**src/rtl/rlp_pkg.sv**
```systemverilog
// rlp_pkg: types, codes and helpers for the http request line parser
// depends on nothing; imported by the interfaces and every rtl module

package rlp_pkg;

    localparam int OFS_W = 13;

    // packed method characters, first character in the low byte
    localparam logic [31:0] METHOD_GET  = 32'h0054_4547;
    localparam logic [31:0] METHOD_POST = 32'h5453_4F50;
    localparam logic [31:0] METHOD_HEAD = 32'h4441_4548;

    localparam logic [7:0] CH_LF    = 8'h0A;
    localparam logic [7:0] CH_CR    = 8'h0D;
    localparam logic [7:0] CH_SPACE = 8'h20;
    localparam logic [7:0] CH_SLASH = 8'h2F;
    localparam logic [7:0] CH_DOT   = 8'h2E;
    localparam logic [7:0] CH_ZERO  = 8'h30;
    localparam logic [7:0] CH_ONE   = 8'h31;
    localparam logic [7:0] CH_NINE  = 8'h39;
    localparam logic [7:0] CH_UPA   = 8'h41;
    localparam logic [7:0] CH_UPZ   = 8'h5A;
    localparam logic [7:0] CH_UNDER = 8'h5F;
    localparam logic [7:0] CH_H     = 8'h48;
    localparam logic [7:0] CH_T     = 8'h54;
    localparam logic [7:0] CH_P     = 8'h50;

    typedef enum logic [3:0] {
        PH_START,
        PH_METHOD,
        PH_SP_BEFORE_URI,
        PH_URI,
        PH_HTTP,
        PH_H,
        PH_HT,
        PH_HTT,
        PH_HTTP_SLASH,
        PH_FIRST_MAJOR,
        PH_MAJOR,
        PH_FIRST_MINOR,
        PH_MINOR,
        PH_SP_AFTER,
        PH_ALMOST
    } t_phase;

    typedef enum logic [1:0] {
        ST_AGAIN,
        ST_DONE,
        ST_BAD_METHOD,
        ST_BAD_REQUEST
    } t_status;

    typedef enum logic [1:0] {
        MK_UNKNOWN,
        MK_GET,
        MK_POST,
        MK_HEAD
    } t_method;

    // per-line parse state, positions are kept in the top level
    typedef struct packed {
        t_phase      phase;
        logic [31:0] method_chars;
        logic [2:0]  method_len;
        t_method     method_kind;
        logic [7:0]  major_acc;
        logic [7:0]  minor_acc;
        logic        cr_seen;
    } t_parse_state;

    localparam t_parse_state LINE_CLEAR = '{
        phase:        PH_START,
        method_chars: 32'h0,
        method_len:   3'd0,
        method_kind:  MK_UNKNOWN,
        major_acc:    8'd0,
        minor_acc:    8'd0,
        cr_seen:      1'b0
    };

    // position capture strobes and status from the parse logic
    typedef struct packed {
        t_status status;
        logic    cap_start;
        logic    cap_method_end;
        logic    cap_uri_begin;
        logic    cap_uri_finish;
        logic    cap_cr;
    } t_step_ctl;

    typedef struct packed {
        t_status          status;
        t_method          method_code;
        logic [7:0]       major_version;
        logic [7:0]       minor_version;
        logic [OFS_W-1:0] line_start_offset;
        logic [OFS_W-1:0] method_end_offset;
        logic [OFS_W-1:0] uri_start_offset;
        logic [OFS_W-1:0] uri_end_offset;
        logic [OFS_W-1:0] line_end_offset;
    } t_result;

    function automatic logic is_method_char(input logic [7:0] c);
        return ((c >= CH_UPA) && (c <= CH_UPZ)) || (c == CH_UNDER);
    endfunction

    function automatic logic is_digit(input logic [7:0] c);
        return (c >= CH_ZERO) && (c <= CH_NINE);
    endfunction

    // acc * 10 + digit, held at 255
    function automatic logic [7:0] sat_digit(input logic [7:0] acc, input logic [7:0] c);
        logic [11:0] v;
        v = ({4'b0, acc} * 12'd10) + {8'b0, c[3:0]};
        return (v > 12'd255) ? 8'd255 : v[7:0];
    endfunction

endpackage

```
**src/rtl/rlp_if.sv**
```systemverilog
// rlp_if: valid/ready channels for request bytes and parse results
// depends on rlp_pkg

interface rlp_byte_if import rlp_pkg::*; ();
    logic       valid;
    logic       ready;
    logic [7:0] data_byte;

    modport source (output valid, output data_byte, input ready);
    modport sink (input valid, input data_byte, output ready);
endinterface

interface rlp_result_if import rlp_pkg::*; ();
    logic             valid;
    logic             ready;
    logic [1:0]       status;
    logic [1:0]       method_code;
    logic [7:0]       major_version;
    logic [7:0]       minor_version;
    logic [OFS_W-1:0] line_start_offset;
    logic [OFS_W-1:0] method_end_offset;
    logic [OFS_W-1:0] uri_start_offset;
    logic [OFS_W-1:0] uri_end_offset;
    logic [OFS_W-1:0] line_end_offset;

    modport source (
        output valid, output status, output method_code,
        output major_version, output minor_version,
        output line_start_offset, output method_end_offset,
        output uri_start_offset, output uri_end_offset, output line_end_offset,
        input ready
    );
    modport sink (
        input valid, input status, input method_code,
        input major_version, input minor_version,
        input line_start_offset, input method_end_offset,
        input uri_start_offset, input uri_end_offset, input line_end_offset,
        output ready
    );
endinterface

```
**src/rtl/rlp_fsm.sv**
```systemverilog
// rlp_fsm: next-state logic of the request line state machine for one byte
// depends on rlp_pkg

module rlp_fsm import rlp_pkg::*; (
    input  t_parse_state i_state,
    input  logic [7:0]   i_data,
    output t_parse_state o_next,
    output t_step_ctl    o_ctl
);

    t_parse_state n_state;
    t_step_ctl    ctl;
    logic [2:0]   len;

    assign len = i_state.method_len;

    always_comb begin
        n_state = i_state;
        ctl     = '{status: ST_AGAIN, default: 1'b0};

        unique case (i_state.phase)
            PH_START: begin
                ctl.cap_start = 1'b1;
                if ((i_data == CH_CR) || (i_data == CH_LF)) begin
                    n_state = i_state;
                end else if (!is_method_char(i_data)) begin
                    ctl.status = ST_BAD_METHOD;
                end else begin
                    n_state.method_chars[{len[1:0], 3'b000} +: 8] = i_data;
                    n_state.method_len = len + 3'd1;
                    n_state.phase = PH_METHOD;
                end
            end
            PH_METHOD: begin
                if (i_data == CH_SPACE) begin
                    ctl.cap_method_end = 1'b1;
                    n_state.phase = PH_SP_BEFORE_URI;
                    if ((len == 3'd3) && (i_state.method_chars[23:0] == METHOD_GET[23:0])) begin
                        n_state.method_kind = MK_GET;
                    end else if ((len == 3'd4) && (i_state.method_chars == METHOD_POST)) begin
                        n_state.method_kind = MK_POST;
                    end else if ((len == 3'd4) && (i_state.method_chars == METHOD_HEAD)) begin
                        n_state.method_kind = MK_HEAD;
                    end else begin
                        n_state.method_kind = MK_UNKNOWN;
                    end
                end else if (is_method_char(i_data)) begin
                    // only the first four characters are kept
                    if (len < 3'd4) begin
                        n_state.method_chars[{len[1:0], 3'b000} +: 8] = i_data;
                    end
                    if (len != 3'd7) begin
                        n_state.method_len = len + 3'd1;
                    end
                end else begin
                    ctl.status = ST_BAD_METHOD;
                end
            end
            PH_SP_BEFORE_URI: begin
                if (i_data == CH_SLASH) begin
                    ctl.cap_uri_begin = 1'b1;
                    n_state.phase = PH_URI;
                end else if (i_data != CH_SPACE) begin
                    ctl.status = ST_BAD_REQUEST;
                end
            end
            PH_URI: begin
                if (i_data == CH_SPACE) begin
                    ctl.cap_uri_finish = 1'b1;
                    n_state.phase = PH_HTTP;
                end
            end
            PH_HTTP: begin
                if (i_data == CH_H) begin
                    n_state.phase = PH_H;
                end else if (i_data != CH_SPACE) begin
                    ctl.status = ST_BAD_REQUEST;
                end
            end
            PH_H: begin
                if (i_data == CH_T) n_state.phase = PH_HT;
                else ctl.status = ST_BAD_REQUEST;
            end
            PH_HT: begin
                if (i_data == CH_T) n_state.phase = PH_HTT;
                else ctl.status = ST_BAD_REQUEST;
            end
            PH_HTT: begin
                if (i_data == CH_P) n_state.phase = PH_HTTP_SLASH;
                else ctl.status = ST_BAD_REQUEST;
            end
            PH_HTTP_SLASH: begin
                if (i_data == CH_SLASH) n_state.phase = PH_FIRST_MAJOR;
                else ctl.status = ST_BAD_REQUEST;
            end
            PH_FIRST_MAJOR: begin
                if ((i_data >= CH_ONE) && (i_data <= CH_NINE)) begin
                    n_state.major_acc = {4'b0, i_data[3:0]};
                    n_state.phase = PH_MAJOR;
                end else begin
                    ctl.status = ST_BAD_REQUEST;
                end
            end
            PH_MAJOR: begin
                if (i_data == CH_DOT) begin
                    n_state.phase = PH_FIRST_MINOR;
                end else if (is_digit(i_data)) begin
                    n_state.major_acc = sat_digit(i_state.major_acc, i_data);
                end else begin
                    ctl.status = ST_BAD_REQUEST;
                end
            end
            PH_FIRST_MINOR: begin
                if (is_digit(i_data)) begin
                    n_state.minor_acc = {4'b0, i_data[3:0]};
                    n_state.phase = PH_MINOR;
                end else begin
                    ctl.status = ST_BAD_REQUEST;
                end
            end
            PH_MINOR, PH_SP_AFTER: begin
                if (i_data == CH_CR) begin
                    ctl.cap_cr = 1'b1;
                    n_state.cr_seen = 1'b1;
                    n_state.phase = PH_ALMOST;
                end else if (i_data == CH_LF) begin
                    ctl.status = ST_DONE;
                end else if (i_data == CH_SPACE) begin
                    n_state.phase = PH_SP_AFTER;
                end else if ((i_state.phase == PH_MINOR) && is_digit(i_data)) begin
                    n_state.minor_acc = sat_digit(i_state.minor_acc, i_data);
                end else begin
                    ctl.status = ST_BAD_REQUEST;
                end
            end
            PH_ALMOST: begin
                if (i_data == CH_LF) ctl.status = ST_DONE;
                else ctl.status = ST_BAD_REQUEST;
            end
            default: begin
                n_state.phase = PH_START;
            end
        endcase

        // completion or error starts a fresh line
        if (ctl.status != ST_AGAIN) begin
            n_state = LINE_CLEAR;
        end
    end

    assign o_next = n_state;
    assign o_ctl  = ctl;

endmodule

```
**src/rtl/rlp_out_stage.sv**
```systemverilog
// rlp_out_stage: result register that holds a word until the sink takes it
// depends on rlp_pkg and rlp_result_if

module rlp_out_stage import rlp_pkg::*; (
    input  logic    i_clk,
    input  logic    i_rst_n,
    input  logic    i_load,
    input  t_result i_result,
    output logic    o_can_load,
    rlp_result_if.source o_result
);

    logic    r_valid;
    logic    n_valid;
    t_result r_data;

    // free when empty or the held word leaves this cycle
    assign o_can_load = !r_valid || o_result.ready;

    always_comb begin
        n_valid = r_valid;
        if (i_load) begin
            n_valid = 1'b1;
        end else if (o_result.ready) begin
            n_valid = 1'b0;
        end
    end

    always_ff @(posedge i_clk) begin
        if (!i_rst_n) begin
            r_valid <= 1'b0;
        end else begin
            r_valid <= n_valid;
        end
    end

    always_ff @(posedge i_clk) begin
        if (i_load) begin
            r_data <= i_result;
        end
    end

    assign o_result.valid             = r_valid;
    assign o_result.status            = r_data.status;
    assign o_result.method_code       = r_data.method_code;
    assign o_result.major_version     = r_data.major_version;
    assign o_result.minor_version     = r_data.minor_version;
    assign o_result.line_start_offset = r_data.line_start_offset;
    assign o_result.method_end_offset = r_data.method_end_offset;
    assign o_result.uri_start_offset  = r_data.uri_start_offset;
    assign o_result.uri_end_offset    = r_data.uri_end_offset;
    assign o_result.line_end_offset   = r_data.line_end_offset;

endmodule

```
**src/rtl/http_request_line_parser.sv**
```systemverilog
// http_request_line_parser: result word valid in the cycle after byte accept
// 1 byte/cycle unless stalled, set by the single registered parse step and result register
// one result word per byte; a held result stops the next byte unless the sink takes it
// synchronous active-low reset: start phase, byte position 0, result register empty
// depends on rlp_pkg, rlp_if, rlp_fsm, rlp_out_stage

module http_request_line_parser import rlp_pkg::*; #(
    parameter int BUF_DEPTH = 8192
) (
    input  logic i_clk,
    input  logic i_rst_n,
    rlp_byte_if.sink     i_byte,
    rlp_result_if.source o_result
);

    // position counter width follows the buffer depth
    localparam int PW = $clog2(BUF_DEPTH);
    localparam logic [PW-1:0] PosLast = PW'(BUF_DEPTH - 1);

    logic         accept;
    logic         can_load;

    t_parse_state r_state;
    t_parse_state n_state;
    t_step_ctl    step_ctl;

    logic [PW-1:0] r_pos;
    logic [PW-1:0] n_pos;

    // captured offsets of the line parts
    logic [PW-1:0] r_start_pos;
    logic [PW-1:0] r_method_end_pos;
    logic [PW-1:0] r_uri_begin_pos;
    logic [PW-1:0] r_uri_finish_pos;
    logic [PW-1:0] r_cr_pos;
    logic [PW-1:0] line_end;

    t_result       result;

    // a byte goes in whenever the result register can take its word
    assign i_byte.ready = can_load;
    assign accept       = i_byte.valid && can_load;

    rlp_fsm u_fsm (
        .i_state (r_state),
        .i_data  (i_byte.data_byte),
        .o_next  (n_state),
        .o_ctl   (step_ctl)
    );

    // byte position wraps at the buffer depth, any depth in range
    assign n_pos = (r_pos == PosLast) ? '0 : r_pos + 1'b1;

    always_ff @(posedge i_clk) begin
        if (!i_rst_n) begin
            r_state <= LINE_CLEAR;
            r_pos   <= '0;
        end else if (accept) begin
            r_state <= n_state;
            r_pos   <= n_pos;
        end
    end

    // offset registers only matter once their part of the line was seen
    always_ff @(posedge i_clk) begin
        if (accept) begin
            if (step_ctl.cap_start)      r_start_pos      <= r_pos;
            if (step_ctl.cap_method_end) r_method_end_pos <= r_pos;
            if (step_ctl.cap_uri_begin)  r_uri_begin_pos  <= r_pos;
            if (step_ctl.cap_uri_finish) r_uri_finish_pos <= r_pos;
            if (step_ctl.cap_cr)         r_cr_pos         <= r_pos;
        end
    end

    // line end is the cr when one came, else the lf itself
    assign line_end = r_state.cr_seen ? r_cr_pos : r_pos;

    // every field but status reads zero unless the line completes
    always_comb begin
        result        = '0;
        result.status = step_ctl.status;
        if (step_ctl.status == ST_DONE) begin
            result.method_code       = r_state.method_kind;
            result.major_version     = r_state.major_acc;
            result.minor_version     = r_state.minor_acc;
            result.line_start_offset = OFS_W'(r_start_pos);
            result.method_end_offset = OFS_W'(r_method_end_pos);
            result.uri_start_offset  = OFS_W'(r_uri_begin_pos);
            result.uri_end_offset    = OFS_W'(r_uri_finish_pos);
            result.line_end_offset   = OFS_W'(line_end);
        end
    end

    rlp_out_stage u_out (
        .i_clk      (i_clk),
        .i_rst_n    (i_rst_n),
        .i_load     (accept),
        .i_result   (result),
        .o_can_load (can_load),
        .o_result   (o_result)
    );

endmodule
```
**src/flat_wrapper.sv**
```systemverilog
// flat-port wrapper written by rule: the top's interface ports become plain ports
module http_request_line_parser_flat import rlp_pkg::*;
#(
    parameter int BUF_DEPTH = 8192
)
  (i_clk, i_rst_n, i_byte_valid, i_byte_data_byte, i_byte_ready, o_result_valid, o_result_status, o_result_method_code, o_result_major_version, o_result_minor_version, o_result_line_start_offset, o_result_method_end_offset, o_result_uri_start_offset, o_result_uri_end_offset, o_result_line_end_offset, o_result_ready);
  rlp_byte_if i_byte_i ();
  rlp_result_if o_result_i ();
  input  logic i_clk;
  input  logic i_rst_n;
  input wire logic [$bits(i_byte_i.valid)-1:0] i_byte_valid;
  input wire logic [$bits(i_byte_i.data_byte)-1:0] i_byte_data_byte;
  output wire logic [$bits(i_byte_i.ready)-1:0] i_byte_ready;
  output wire logic [$bits(o_result_i.valid)-1:0] o_result_valid;
  output wire logic [$bits(o_result_i.status)-1:0] o_result_status;
  output wire logic [$bits(o_result_i.method_code)-1:0] o_result_method_code;
  output wire logic [$bits(o_result_i.major_version)-1:0] o_result_major_version;
  output wire logic [$bits(o_result_i.minor_version)-1:0] o_result_minor_version;
  output wire logic [$bits(o_result_i.line_start_offset)-1:0] o_result_line_start_offset;
  output wire logic [$bits(o_result_i.method_end_offset)-1:0] o_result_method_end_offset;
  output wire logic [$bits(o_result_i.uri_start_offset)-1:0] o_result_uri_start_offset;
  output wire logic [$bits(o_result_i.uri_end_offset)-1:0] o_result_uri_end_offset;
  output wire logic [$bits(o_result_i.line_end_offset)-1:0] o_result_line_end_offset;
  input wire logic [$bits(o_result_i.ready)-1:0] o_result_ready;
  assign i_byte_i.valid = i_byte_valid;
  assign i_byte_i.data_byte = i_byte_data_byte;
  assign i_byte_ready = i_byte_i.ready;
  assign o_result_valid = o_result_i.valid;
  assign o_result_status = o_result_i.status;
  assign o_result_method_code = o_result_i.method_code;
  assign o_result_major_version = o_result_i.major_version;
  assign o_result_minor_version = o_result_i.minor_version;
  assign o_result_line_start_offset = o_result_i.line_start_offset;
  assign o_result_method_end_offset = o_result_i.method_end_offset;
  assign o_result_uri_start_offset = o_result_i.uri_start_offset;
  assign o_result_uri_end_offset = o_result_i.uri_end_offset;
  assign o_result_line_end_offset = o_result_i.line_end_offset;
  assign o_result_i.ready = o_result_ready;
  http_request_line_parser #(.BUF_DEPTH(BUF_DEPTH)) u_core (.i_clk(i_clk), .i_rst_n(i_rst_n), .i_byte(i_byte_i), .o_result(o_result_i));
endmodule
```
**config.mk**
```make
export PLATFORM = sky130hd
export DESIGN_NAME = http_request_line_parser_flat
export DESIGN_NICKNAME = d
export VERILOG_FILES = /design/src/rtl/rlp_pkg.sv /design/src/rtl/rlp_if.sv /design/src/rtl/rlp_fsm.sv /design/src/rtl/rlp_out_stage.sv /design/src/rtl/http_request_line_parser.sv /design/src/flat_wrapper.sv
export SDC_FILE = /design/constraint.sdc
export NUM_CORES = 1
export LEC_CHECK = 0
export BUFFER_PORTS_ARGS = -buffer_cell sky130_fd_sc_hd__buf_2
export CAP_MARGIN = 5
export CORE_MARGIN = 1.5
export CORE_UTILIZATION = 50
export DETAILED_ROUTE_END_ITERATION = 8
export PLACE_DENSITY = 0.74
export SYNTH_ARGS = -nofsm -noshare
export SYNTH_HDL_FRONTEND = slang
export SYNTH_SLANG_ARGS = --single-unit
```
**constraint.sdc**
```tcl
create_clock -name i_clk -period 9.6 [get_ports i_clk]
set_input_delay 0.96 -clock i_clk [delete_from_list [all_inputs] [get_ports i_clk]]
set_output_delay 0.96 -clock i_clk [all_outputs]
set_load 0.05 [all_outputs]
```
==> results of run 1 <==
[final cells by class]
cell class	instances	area (um2)	area share (%)
clock inverter	10	86.3	0.769
multi-input combinational	511	3640	32.4
timing repair buffer	103	528	4.70
clock buffer	30	621	5.53
sequential	222	5950	52.9
inverter	22	83.8	0.746
tap	265	332	2.95
[worst max-delay path, stage by stage]
cell and delay (ps):
sky130_fd_sc_hd__buf_2 240, sky130_fd_sc_hd__or4b_1 630, sky130_fd_sc_hd__o21a_1 270, sky130_fd_sc_hd__a221o_1 380, sky130_fd_sc_hd__a221oi_4 280, sky130_fd_sc_hd__nand3b_2 170
sky130_fd_sc_hd__a21oi_4 240, sky130_fd_sc_hd__buf_4 510, sky130_fd_sc_hd__nor2b_1 210
[metal layers]
layer / track usage (%) / vias up / wire length (um)
li1: - / 3097 / -
met5: 0 / - / 0
met1: 23.9 / 2952 / 8460
met2: 30.7 / 170 / 8690
met3: 2.98 / 24 / 887
met4: 4.61 / 0 / 263
[power by group through the flow]
stage               registers (mW)  logic (mW)  clock network, mW
floorplan                     1.13      0.0405                  0
global placement              1.07       0.130                  0
detailed placement            1.07       0.131                  0
CTS                           1.05       0.132              0.829
global route                  1.05       0.139              0.867
finish                        1.05       0.131              0.815
[cells by family after synthesis]
group                    Yosys count  synth area share [%]
AND/OR/NAND/NOR                  306                  17.7
adder cells (fa/ha/maj)           43                  5.78
XOR/XNOR                          24                  2.14
AO/OA/AOI/OAI                    124                  9.78
buffers and inverters             53                  2.70
flip-flops                       222                  60.5
multiplexers                      14                  1.43
[layout by cell type, fill, tap and decap left out, types with 8 or more instances in the layout]
cell,netlist,final
sky130_fd_sc_hd__a21o_1,8,8
sky130_fd_sc_hd__a21oi_1,18,18
sky130_fd_sc_hd__and2_1,80,80
sky130_fd_sc_hd__buf_2,2,98
sky130_fd_sc_hd__clkbuf_16,0,22
sky130_fd_sc_hd__dfxtp_1,72,72
sky130_fd_sc_hd__edfxtp_1,150,150
sky130_fd_sc_hd__ha_1,39,39
sky130_fd_sc_hd__inv_1,21,23
sky130_fd_sc_hd__mux2i_1,14,14
sky130_fd_sc_hd__nand2_1,54,54
sky130_fd_sc_hd__nand3_1,18,18
sky130_fd_sc_hd__nand4_1,9,9
sky130_fd_sc_hd__nor2_1,43,43
sky130_fd_sc_hd__nor2b_1,17,17
sky130_fd_sc_hd__nor3_1,15,14
sky130_fd_sc_hd__o21ai_0,26,26
sky130_fd_sc_hd__o2bb2ai_1,18,18
sky130_fd_sc_hd__or3_1,8,8
sky130_fd_sc_hd__xnor2_1,13,13
sky130_fd_sc_hd__xor2_1,11,11
[worst paths after layout]
check                      start                                  endpoint  slack (ps)  cells after the start
max          i_byte_data_byte[3]  u_core.u_out.o_result.line_end_offset[1]        6010                      9
min           u_core.r_state[35]                        u_core.r_state[35]         460                      1
max reg2reg   u_core.r_state[57]                        u_core.r_state[52]        6090                      7
min reg2reg   u_core.r_state[35]                        u_core.r_state[35]         460                      1
[sequential cells by signal, summed over array words and instances (netlist names), 8 cells and up]
signal / cells
u_core.r_uri_begin_pos: 13
u_core.u_out.o_result.line_end_offset: 13
u_core.r_method_end_pos: 13
u_core.u_out.o_result.uri_start_offset: 13
u_core.r_pos: 13
u_core.u_out.o_result.line_start_offset: 13
u_core.r_state: 58
u_core.u_out.o_result.method_end_offset: 13
u_core.u_out.o_result.uri_end_offset: 13
u_core.r_start_pos: 13
u_core.u_out.o_result.minor_version: 8
u_core.r_uri_finish_pos: 13
u_core.r_cr_pos: 13
u_core.u_out.o_result.major_version: 8
[per-stage QoR]
| step | setup WS, ps | util [%] | total power [mW] |
|---|---|---|---|
| after CTS | 6040 | 57.9 | 2.01 |
| after detailed placement | 5510 | 54.3 | 1.20 |
| after global routing | 5800 | 57.9 | 2.06 |
| after global placement | 5570 | 54.3 | 1.20 |
| final | 6010 | 57.9 | 1.99 |
| after floorplan | 4710 | - | 1.17 |
==> flow_metrics.tcl, run 1 <==
set metrics [dict create \
    run_status "finished, final reports clean" \
    net-switching-power_mw 0.450 \
    dp_cells 1123 \
    synth_sequential_area_ratio_pct 60.5 \
    effective_utilization_at_floorplan_pct 50.7 \
    drt-wirelength-per-cell_um 15.7 \
    critPathArrivalTime_ps 3950 \
    grt_remaining_overflow 0 \
    antennaDiodeCount 0 \
    groute.usage.overall_pct 18.0 \
    yosys_register_bits 222 \
    placeableCoreArea_um2 19400 \
    synth_edf_count 150 \
    power.share.sequential_pct 52.6 \
    netlist-cell-type-count 70 \
    max_freq_ghz 0.279 \
    clock_insertion_delay_worst_skew_ps 500 \
    slew_viol_final 0 \
    comb_power_share_pct 6.6 \
    hold_ws_ps 457 \
    mappedNetlistNets 841 \
    drt_first_pass_iters 4 \
    worst-endpoint-required_ps 9960 \
    detailed_place_hpwl_mm 12.1 \
    final_cell_count_no_fill 1163 \
    cts.sink_count 222 \
    dpl_cell_area_um2 10500 \
    port_buffers 98 \
    prevailing_post_synth_register_cell "sky130_fd_sc_hd__edfxtp_1" \
    final_period_minus_worst_setup_slack_ps 3590 \
    final.fill_count 1568 \
    syn_avg_cell_area_um2 12.5 \
    synthDominantCellAreaShare_pct 45.8 \
    hp-class "reg -> reg" \
    synth.yosys.warnings 0 \
    leakagePower_nw 4.32 \
    hold_viol 0 \
    dr.first_iter.drc_count 356 \
    setup-violations-final 0 \
    endpoint_kind "flop" \
    first_global_vias 5663 \
    synthCells 786 \
    design.portCount 99 \
    post_synthesis_instance_area_um2 9830 \
    layout.nets 937 \
    final_gp_congestion 0.899 \
    cts_hold_buffers 0 \
    number_of_antenna_violations_at_the_first_check_in_global_routing 0 \
    synth_top_cells_by_count "150 x sky130_fd_sc_hd__edfxtp_1, 80 x sky130_fd_sc_hd__and2_1, 72 x sky130_fd_sc_hd__dfxtp_1" \
    rsz_0062_raised_after_global_routing "no" \
    max_slew.worst_pin.slew_ps 1180 \
    cts_made_buffers 22 \
    die_w_um 143 \
    tritoncts_clock_tree "yes" \
    cell_accounting_for_the_most_synthesized_area "sky130_fd_sc_hd__edfxtp_1" \
    yosysMostFrequentCell "sky130_fd_sc_hd__edfxtp_1" \
    maxCapViolCount 0 \
    wire_length_of_the_first_global_routing_pass_mm 29.2 \
    tns_ps 0 \
    overall_die_height_um 143 \
    viasPerCell 5.37 \
    startpoint_type "primary input" \
    cts-htree-levels 1 \
    number_of_buffers_on_the_longest_clock_path 3 \
    route.vias.total 6243 \
    finish.instance_area_um2 11200 \
    slew_headroom_pct 21.0 \
    cts.reportedPaths.clkPinSlew_ps 60 \
    layout_worst_path_cycle_share_pct 37.4 \
    final_layout_size_suffix_gt1_share_pct 17.5 \
    post-route-drc-count 0 \
    postRouteAntennaNets 0 \
    p_int_mw 1.54 \
    post_cts_resize_count 0 \
    cp_max_fo 75 \
    async_flop_share_pct 0 \
    switching_share_pct 22.6 \
    num_rows 51 \
    timing.clock.skew_ps 14.1 \
    largest_voltage_drop_on_the_vdd_net_mv 0.152 \
    clockRootBuffer "sky130_fd_sc_hd__clkbuf_16" \
    post-cts-setup-buffers 0 \
    postRouteWirelength_mm 18.3 \
    die-area_um2 20500 \
    power_per_cell_area_nw_per_um2 177 \
    pin_count_of_the_biggest_net_entering_global_routing 94 \
    ys_top_cells_by_area "sky130_fd_sc_hd__edfxtp_1 46%, sky130_fd_sc_hd__dfxtp_1 15%, sky130_fd_sc_hd__and2_1 5.1%, sky130_fd_sc_hd__ha_1 5.0%, sky130_fd_sc_hd__nand2_1 2.1%" \
    syn_to_final_growth_pct 14.3 \
    share_clk_of_total_power_pct 40.9 \
    critPathKind "in -> reg" \
]
Note: power is estimated with default switching activity, not from simulation.
==> inputs of run 2 (changes only) <==
Settings changed: PLACE_DENSITY 0.74 to 0.77.
Clock period 9.6 ns to 3.3 ns, I/O delays scaled along.
==> flow_metrics.tcl, run 2 (synthesized netlist as in run 1, its figures left out) <==
set metrics [dict create \
    post_cts_resize_count 0 \
    largest_voltage_drop_on_the_vdd_net_mv 0.272 \
    final_gp_congestion 0.939 \
    largest_reg_flops 58 \
    postRouteWirelength_mm 18.8 \
    dr.first_iter.drc_count 613 \
    post-cts-setup-buffers 0 \
    worst_min_delay_path_startpoint "i_byte_valid" \
    cts_hold_buffers 0 \
    cts.sink_count 222 \
    critical_path.top_delay_family "adder cells" \
    layout.nets 956 \
    port_buffers 98 \
    clockRootBuffer "sky130_fd_sc_hd__clkbuf_16" \
    max_freq_ghz 0.342 \
    largest-register "u_core.r_state" \
    setup-violations-final 0 \
    leakagePower_nw 4.42 \
    layout.cells.most_common_list "150 x sky130_fd_sc_hd__edfxtp_1, 98 x sky130_fd_sc_hd__buf_2, 80 x sky130_fd_sc_hd__and2_1" \
    max_slew.worst_pin.slew_ps 905 \
    post-route-drc-count 0 \
    final_cell_count_no_fill 1183 \
    final_period_minus_worst_setup_slack_ps 2920 \
    die_w_um 143 \
    cp_max_fo 8 \
    tritoncts_clock_tree "yes" \
    hp-class "in -> reg" \
    timing.clock.skew_ps 17.2 \
    effective_utilization_at_floorplan_pct 50.7 \
    maxCapViolCount 0 \
    placeableCoreArea_um2 19400 \
    tns_ps 0 \
    worst_r2r_startpoint "u_core.r_state[2]" \
    number_of_buffers_on_the_longest_clock_path 3 \
    layout_worst_path_cycle_share_pct 88.5 \
    power_per_cell_area_nw_per_um2 517 \
    overall_die_height_um 143 \
    drt_first_pass_iters 5 \
    pin_count_of_the_biggest_net_entering_global_routing 66 \
    critPathKind "reg -> reg" \
    timing.critical_path.from "u_core.r_state[2]" \
    run_status "finished, final reports clean" \
    rsz_0062_raised_after_global_routing "no" \
    max_stage_delay_ps 490 \
    critical-path-slowest-cell "sky130_fd_sc_hd__o211ai_1" \
    dp_cells 1142 \
    most_prevalent_standard_cell_on_the_critical_path "sky130_fd_sc_hd__ha_1" \
    viasPerCell 5.35 \
    grt_remaining_overflow 0 \
    slew_viol_final 0 \
    cts.reportedPaths.clkPinSlew_ps 60 \
    crit_path_cell_trace "ha_1, ha_1, fa_1, xor2_1, nand3_1, nor4_1, nor2_1, o211ai_1, nor3_1, o31ai_1" \
    first_global_vias 5832 \
    cts_made_buffers 22 \
    num_rows 51 \
    cp_num_buf_inv 0 \
    wire_length_of_the_first_global_routing_pass_mm 29.9 \
    critPathArrivalTime_ps 3330 \
    leading_cell_type_in_the_layout_fill_and_taps_excluded "sky130_fd_sc_hd__edfxtp_1" \
    postRouteAntennaNets 0 \
    syn_to_final_growth_pct 16.3 \
    die-area_um2 20500 \
    endpoint_kind "flop" \
    drt-wirelength-per-cell_um 15.9 \
    clock_insertion_delay_worst_skew_ps 510 \
    hold_viol 0 \
    cts-htree-levels 1 \
    final.fill_count 1528 \
    slew_headroom_pct 39.6 \
    route.vias.total 6332 \
    startpoint_type "flop" \
    final_layout_size_suffix_gt1_share_pct 19.5 \
    detailed_place_hpwl_mm 12.7 \
    design.portCount 99 \
    worst-endpoint-required_ps 3710 \
    number_of_antenna_violations_at_the_first_check_in_global_routing 0 \
    groute.usage.overall_pct 18.4 \
]
==> run 2: metrics by stage <==
step           worst slack (ps)  hold slack [ps]  util, %  total power, mW  instance area (um2)
2_1_floorplan               204              420        -             3.39                 9840
3_3_place_gp                327              435     55.1             3.50                10700
3_5_place_dp                302              439     55.1             3.50                10700
4_1_cts                     368             50.4     58.9             5.96                11400
5_1_grt                    74.3             70.4     58.9             6.09                11400
6_report                    380             67.2     58.9             5.91                11400
==> run 2: tightest hold or removal path, delay by kind of cell <==
| kind | cells | cell delay [ps] |
|---|---|---|
| buffers and inverters | 2 | 140 |
| AOI/OAI and AO/OA | 1 | 50 |
==> run 2: report_power, final <==
| part | internal [mW] | switching [mW] |
|---|---|---|
| Clock | 1.45 | 1.02 |
| Combinational | 0.0822 | 0.316 |
| Sequential | 3.02 | 0.0236 |
| Total | 4.55 | 1.35 |
==> run 2: metal layers <==
layer | vias to the layer above | part of all wire [%] | track usage, %
met5 | - | 0 | 0
met4 | 0 | 2.4 | 6.67
met3 | 33 | 5.0 | 2.95
met2 | 192 | 47 | 30.5
met1 | 2962 | 45 | 24.3
li1 | 3145 | - | -
==> run 2: worst paths after layout <==
path	to	slack, ps	cells past startpoint
worst min-delay path	u_core.u_out.o_result.valid	70	3
worst max-delay path	u_core.r_state[2]	380	10
worst max register to register	u_core.r_state[2]	380	10
worst min register to register	u_core.r_state[43]	450	1
==> run 2: final cells by class <==
type | instances | area (um2) | share of cell area, %
Timing Repair Buffer | 122 | 683 | 5.98
Sequential cell | 222 | 5950 | 52.0
Clock inverter | 12 | 104 | 0.909
Tap cell | 265 | 332 | 2.90
Clock buffer | 28 | 636 | 5.56
Inverter | 22 | 87.6 | 0.767
Multi-Input combinational cell | 511 | 3640 | 31.8
Antenna cell | 1 | 2.50 | 0.0219
==> inputs of run 3 (changes only) <==
Settings changed: ABC_AREA set to 1, GPL_TIMING_DRIVEN set to 0.
==> flow_metrics.tcl, run 3 <==
set metrics [dict create \
    cp_max_fo 10 \
    slew_viol_final 0 \
    cts_made_buffers 23 \
    layout.nets 1349 \
    setup-violations-final 0 \
    yosys_register_bits 222 \
    hold_viol 0 \
    die_w_um 149 \
    max_freq_ghz 0.355 \
    final_gp_congestion 0.882 \
    highest-signal-layer "met4" \
    overall_die_height_um 149 \
    mappedNetlistNets 1225 \
    power_per_cell_area_nw_per_um2 550 \
    min_setup_slack_post_route_ps 483 \
    startpoint_type "flop" \
    number_of_buffers_on_the_longest_clock_path 3 \
    slew_headroom_pct 20.7 \
    leading_cell_type_in_the_layout_fill_and_taps_excluded "sky130_fd_sc_hd__nor2_1" \
    max_slew.worst_pin.slew_ps 1190 \
    timing.clock.skew_ps 25.6 \
    yosysMostFrequentCell "sky130_fd_sc_hd__nor2_1" \
    clockRootBuffer "sky130_fd_sc_hd__clkbuf_16" \
    worst-endpoint-required_ps 3750 \
    post_synthesis_instance_area_um2 10600 \
    post_cts_resize_count 0 \
    synth_edf_count 150 \
    tritoncts_clock_tree "yes" \
    finish.instance_area_um2 12300 \
    postRouteAntennaNets 0 \
    number_of_antenna_violations_at_the_first_check_in_global_routing 0 \
    syn_to_final_growth_pct 16.2 \
    cell_accounting_for_the_most_synthesized_area "sky130_fd_sc_hd__edfxtp_1" \
    cts_hold_buffers 0 \
    grt_remaining_overflow 0 \
    layout_worst_path_cycle_share_pct 85.4 \
    clock_insertion_delay_worst_skew_ps 520 \
    area_of_combinational_cells_with_multiple_inputs_um2 3840 \
    run_status "finished, final reports clean" \
    layout.cells.most_common_list "238 x sky130_fd_sc_hd__nor2_1, 197 x sky130_fd_sc_hd__nand2_1, 152 x sky130_fd_sc_hd__inv_1" \
    port_buffers 96 \
    dp_slack_ps 530 \
    final.fill_count 1716 \
    synthCells 1170 \
    cts-htree-levels 1 \
    cts.sink_count 222 \
    effective_utilization_at_floorplan_pct 50.7 \
    largest_reg_flops 58 \
    route.met2.wl_mm 11.1 \
    critPathKind "reg -> reg" \
    drt_first_pass_iters 5 \
    dpl_cell_area_um2 11500 \
    route.vias.total 8105 \
    postRouteWirelength_mm 23.0 \
    num_rows 53 \
    design.portCount 99 \
    post-route-drc-count 0 \
    largest_voltage_drop_on_the_vdd_net_mv 0.283 \
    synth.yosys.warnings 0 \
    groute.usage.overall_pct 21.0 \
    hold_ws_ps 106 \
    synthDominantCellAreaShare_pct 42.6 \
    post-cts-setup-buffers 0 \
    synth_sequential_area_ratio_pct 56.2 \
    endpoint_kind "flop" \
    drt-met1-wl_mm 9.97 \
    synth_top_cells_by_count "238 x sky130_fd_sc_hd__nor2_1, 197 x sky130_fd_sc_hd__nand2_1, 152 x sky130_fd_sc_hd__inv_1" \
    detailed_place_hpwl_mm 16.6 \
    placeableCoreArea_um2 20900 \
    largest-register "u_core.r_state" \
    wire_length_of_the_first_global_routing_pass_mm 36.6 \
    first_global_vias 7557 \
    viasPerCell 5.11 \
    ys_top_cells_by_area "sky130_fd_sc_hd__edfxtp_1 43%, sky130_fd_sc_hd__dfxtp_1 14%, sky130_fd_sc_hd__nor2_1 8.4%, sky130_fd_sc_hd__nand2_1 7.0%, sky130_fd_sc_hd__inv_1 5.4%" \
    drt-wirelength-per-cell_um 14.5 \
    maxCapViolCount 0 \
    final_period_minus_worst_setup_slack_ps 2820 \
    prevailing_post_synth_register_cell "sky130_fd_sc_hd__edfxtp_1" \
    layout.area.seq_um2 5950 \
    die-area_um2 22100 \
    critPathArrivalTime_ps 3270 \
    pin_count_of_the_biggest_net_entering_global_routing 94 \
    worst_r2r_setup_slack_ps 480 \
    rsz_0062_raised_after_global_routing "no" \
    antennaDiodeCount 0 \
    leakagePower_nw 5.19 \
    met3WireLength_mm 1.36 \
    hp-class "in -> reg" \
    syn_avg_cell_area_um2 9.05 \
    cts.reportedPaths.clkPinSlew_ps 70 \
    final_layout_size_suffix_gt1_share_pct 15.3 \
    dr.first_iter.drc_count 488 \
    netlist-cell-type-count 44 \
    async_flop_share_pct 0 \
]
run 3: through the flow:
| stage | TNS [ps] | power (mW) | std cells | utilization, % |
|---|---|---|---|---|
| floorplan | 0 | 3.78 | 1170 | - |
| global placement | -17980 | 3.96 | 1541 | 54.6 |
| detailed placement | 0 | 3.97 | 1544 | 54.9 |
| CTS | 0 | 6.81 | 1586 | 58.9 |
| global route | 0 | 7.03 | 1586 | 58.9 |
| finish | 0 | 6.77 | 1586 | 58.9 |
run 3: final timing paths:
kind / start / endpoint / depth (start not counted)
max: u_core.r_state[19] / u_core.r_state[44] / 9
min: o_result_ready / u_core.u_out.o_result.valid / 4
max reg2reg: u_core.r_state[19] / u_core.r_state[44] / 9
min reg2reg: u_core.r_state[35] / u_core.r_state[35] / 2
run 3: cells by family after synthesis:
group	count (synthesis)	synth area share (%)
and+or+nand+nor	595	24.4
DFF	222	56.2
buffers and inverters	197	7.73
AOI/OAI and AO/OA	96	4.87
adders and majority gates	43	5.37
xor gates and xnor gates	13	1.08
muxes	4	0.378
run 3: layout make-up:
type	count	area share, %
clock inverters	13	1.91
well taps	275	2.80
clock buffers	29	4.94
repair buffers	99	4.12
plain buffers	32	1.60
multi-input cells	751	31.2
inverters	165	5.10
flip-flops and latches	222	48.3
run 3: power breakdown:
part           switching (mW)  total [mW]  leakage [nW]  internal, mW
clock                    1.06        2.85         0.409          1.79
sequential             0.0642        3.13          2.10          3.07
combinational           0.569       0.788          2.68         0.219
total                    1.69        6.77          5.19          5.08
run 3: critical path, stage by stage, from the launching register on:
cell                       delay, ps
sky130_fd_sc_hd__dfxtp_1         460
sky130_fd_sc_hd__clkbuf_1        390
sky130_fd_sc_hd__inv_1           150
sky130_fd_sc_hd__ha_1            400
sky130_fd_sc_hd__inv_1           130
sky130_fd_sc_hd__nor4_1          630
sky130_fd_sc_hd__inv_1           130
sky130_fd_sc_hd__nor3_1          270
sky130_fd_sc_hd__nor2_1           80
sky130_fd_sc_hd__nor2_1          110
run 3: layer usage:
layer	GRT usage, %	vias up
met5	0	-
met4	7.92	0
met3	2.48	50
met2	35.9	250
met1	27.4	3733
li1	-	4072
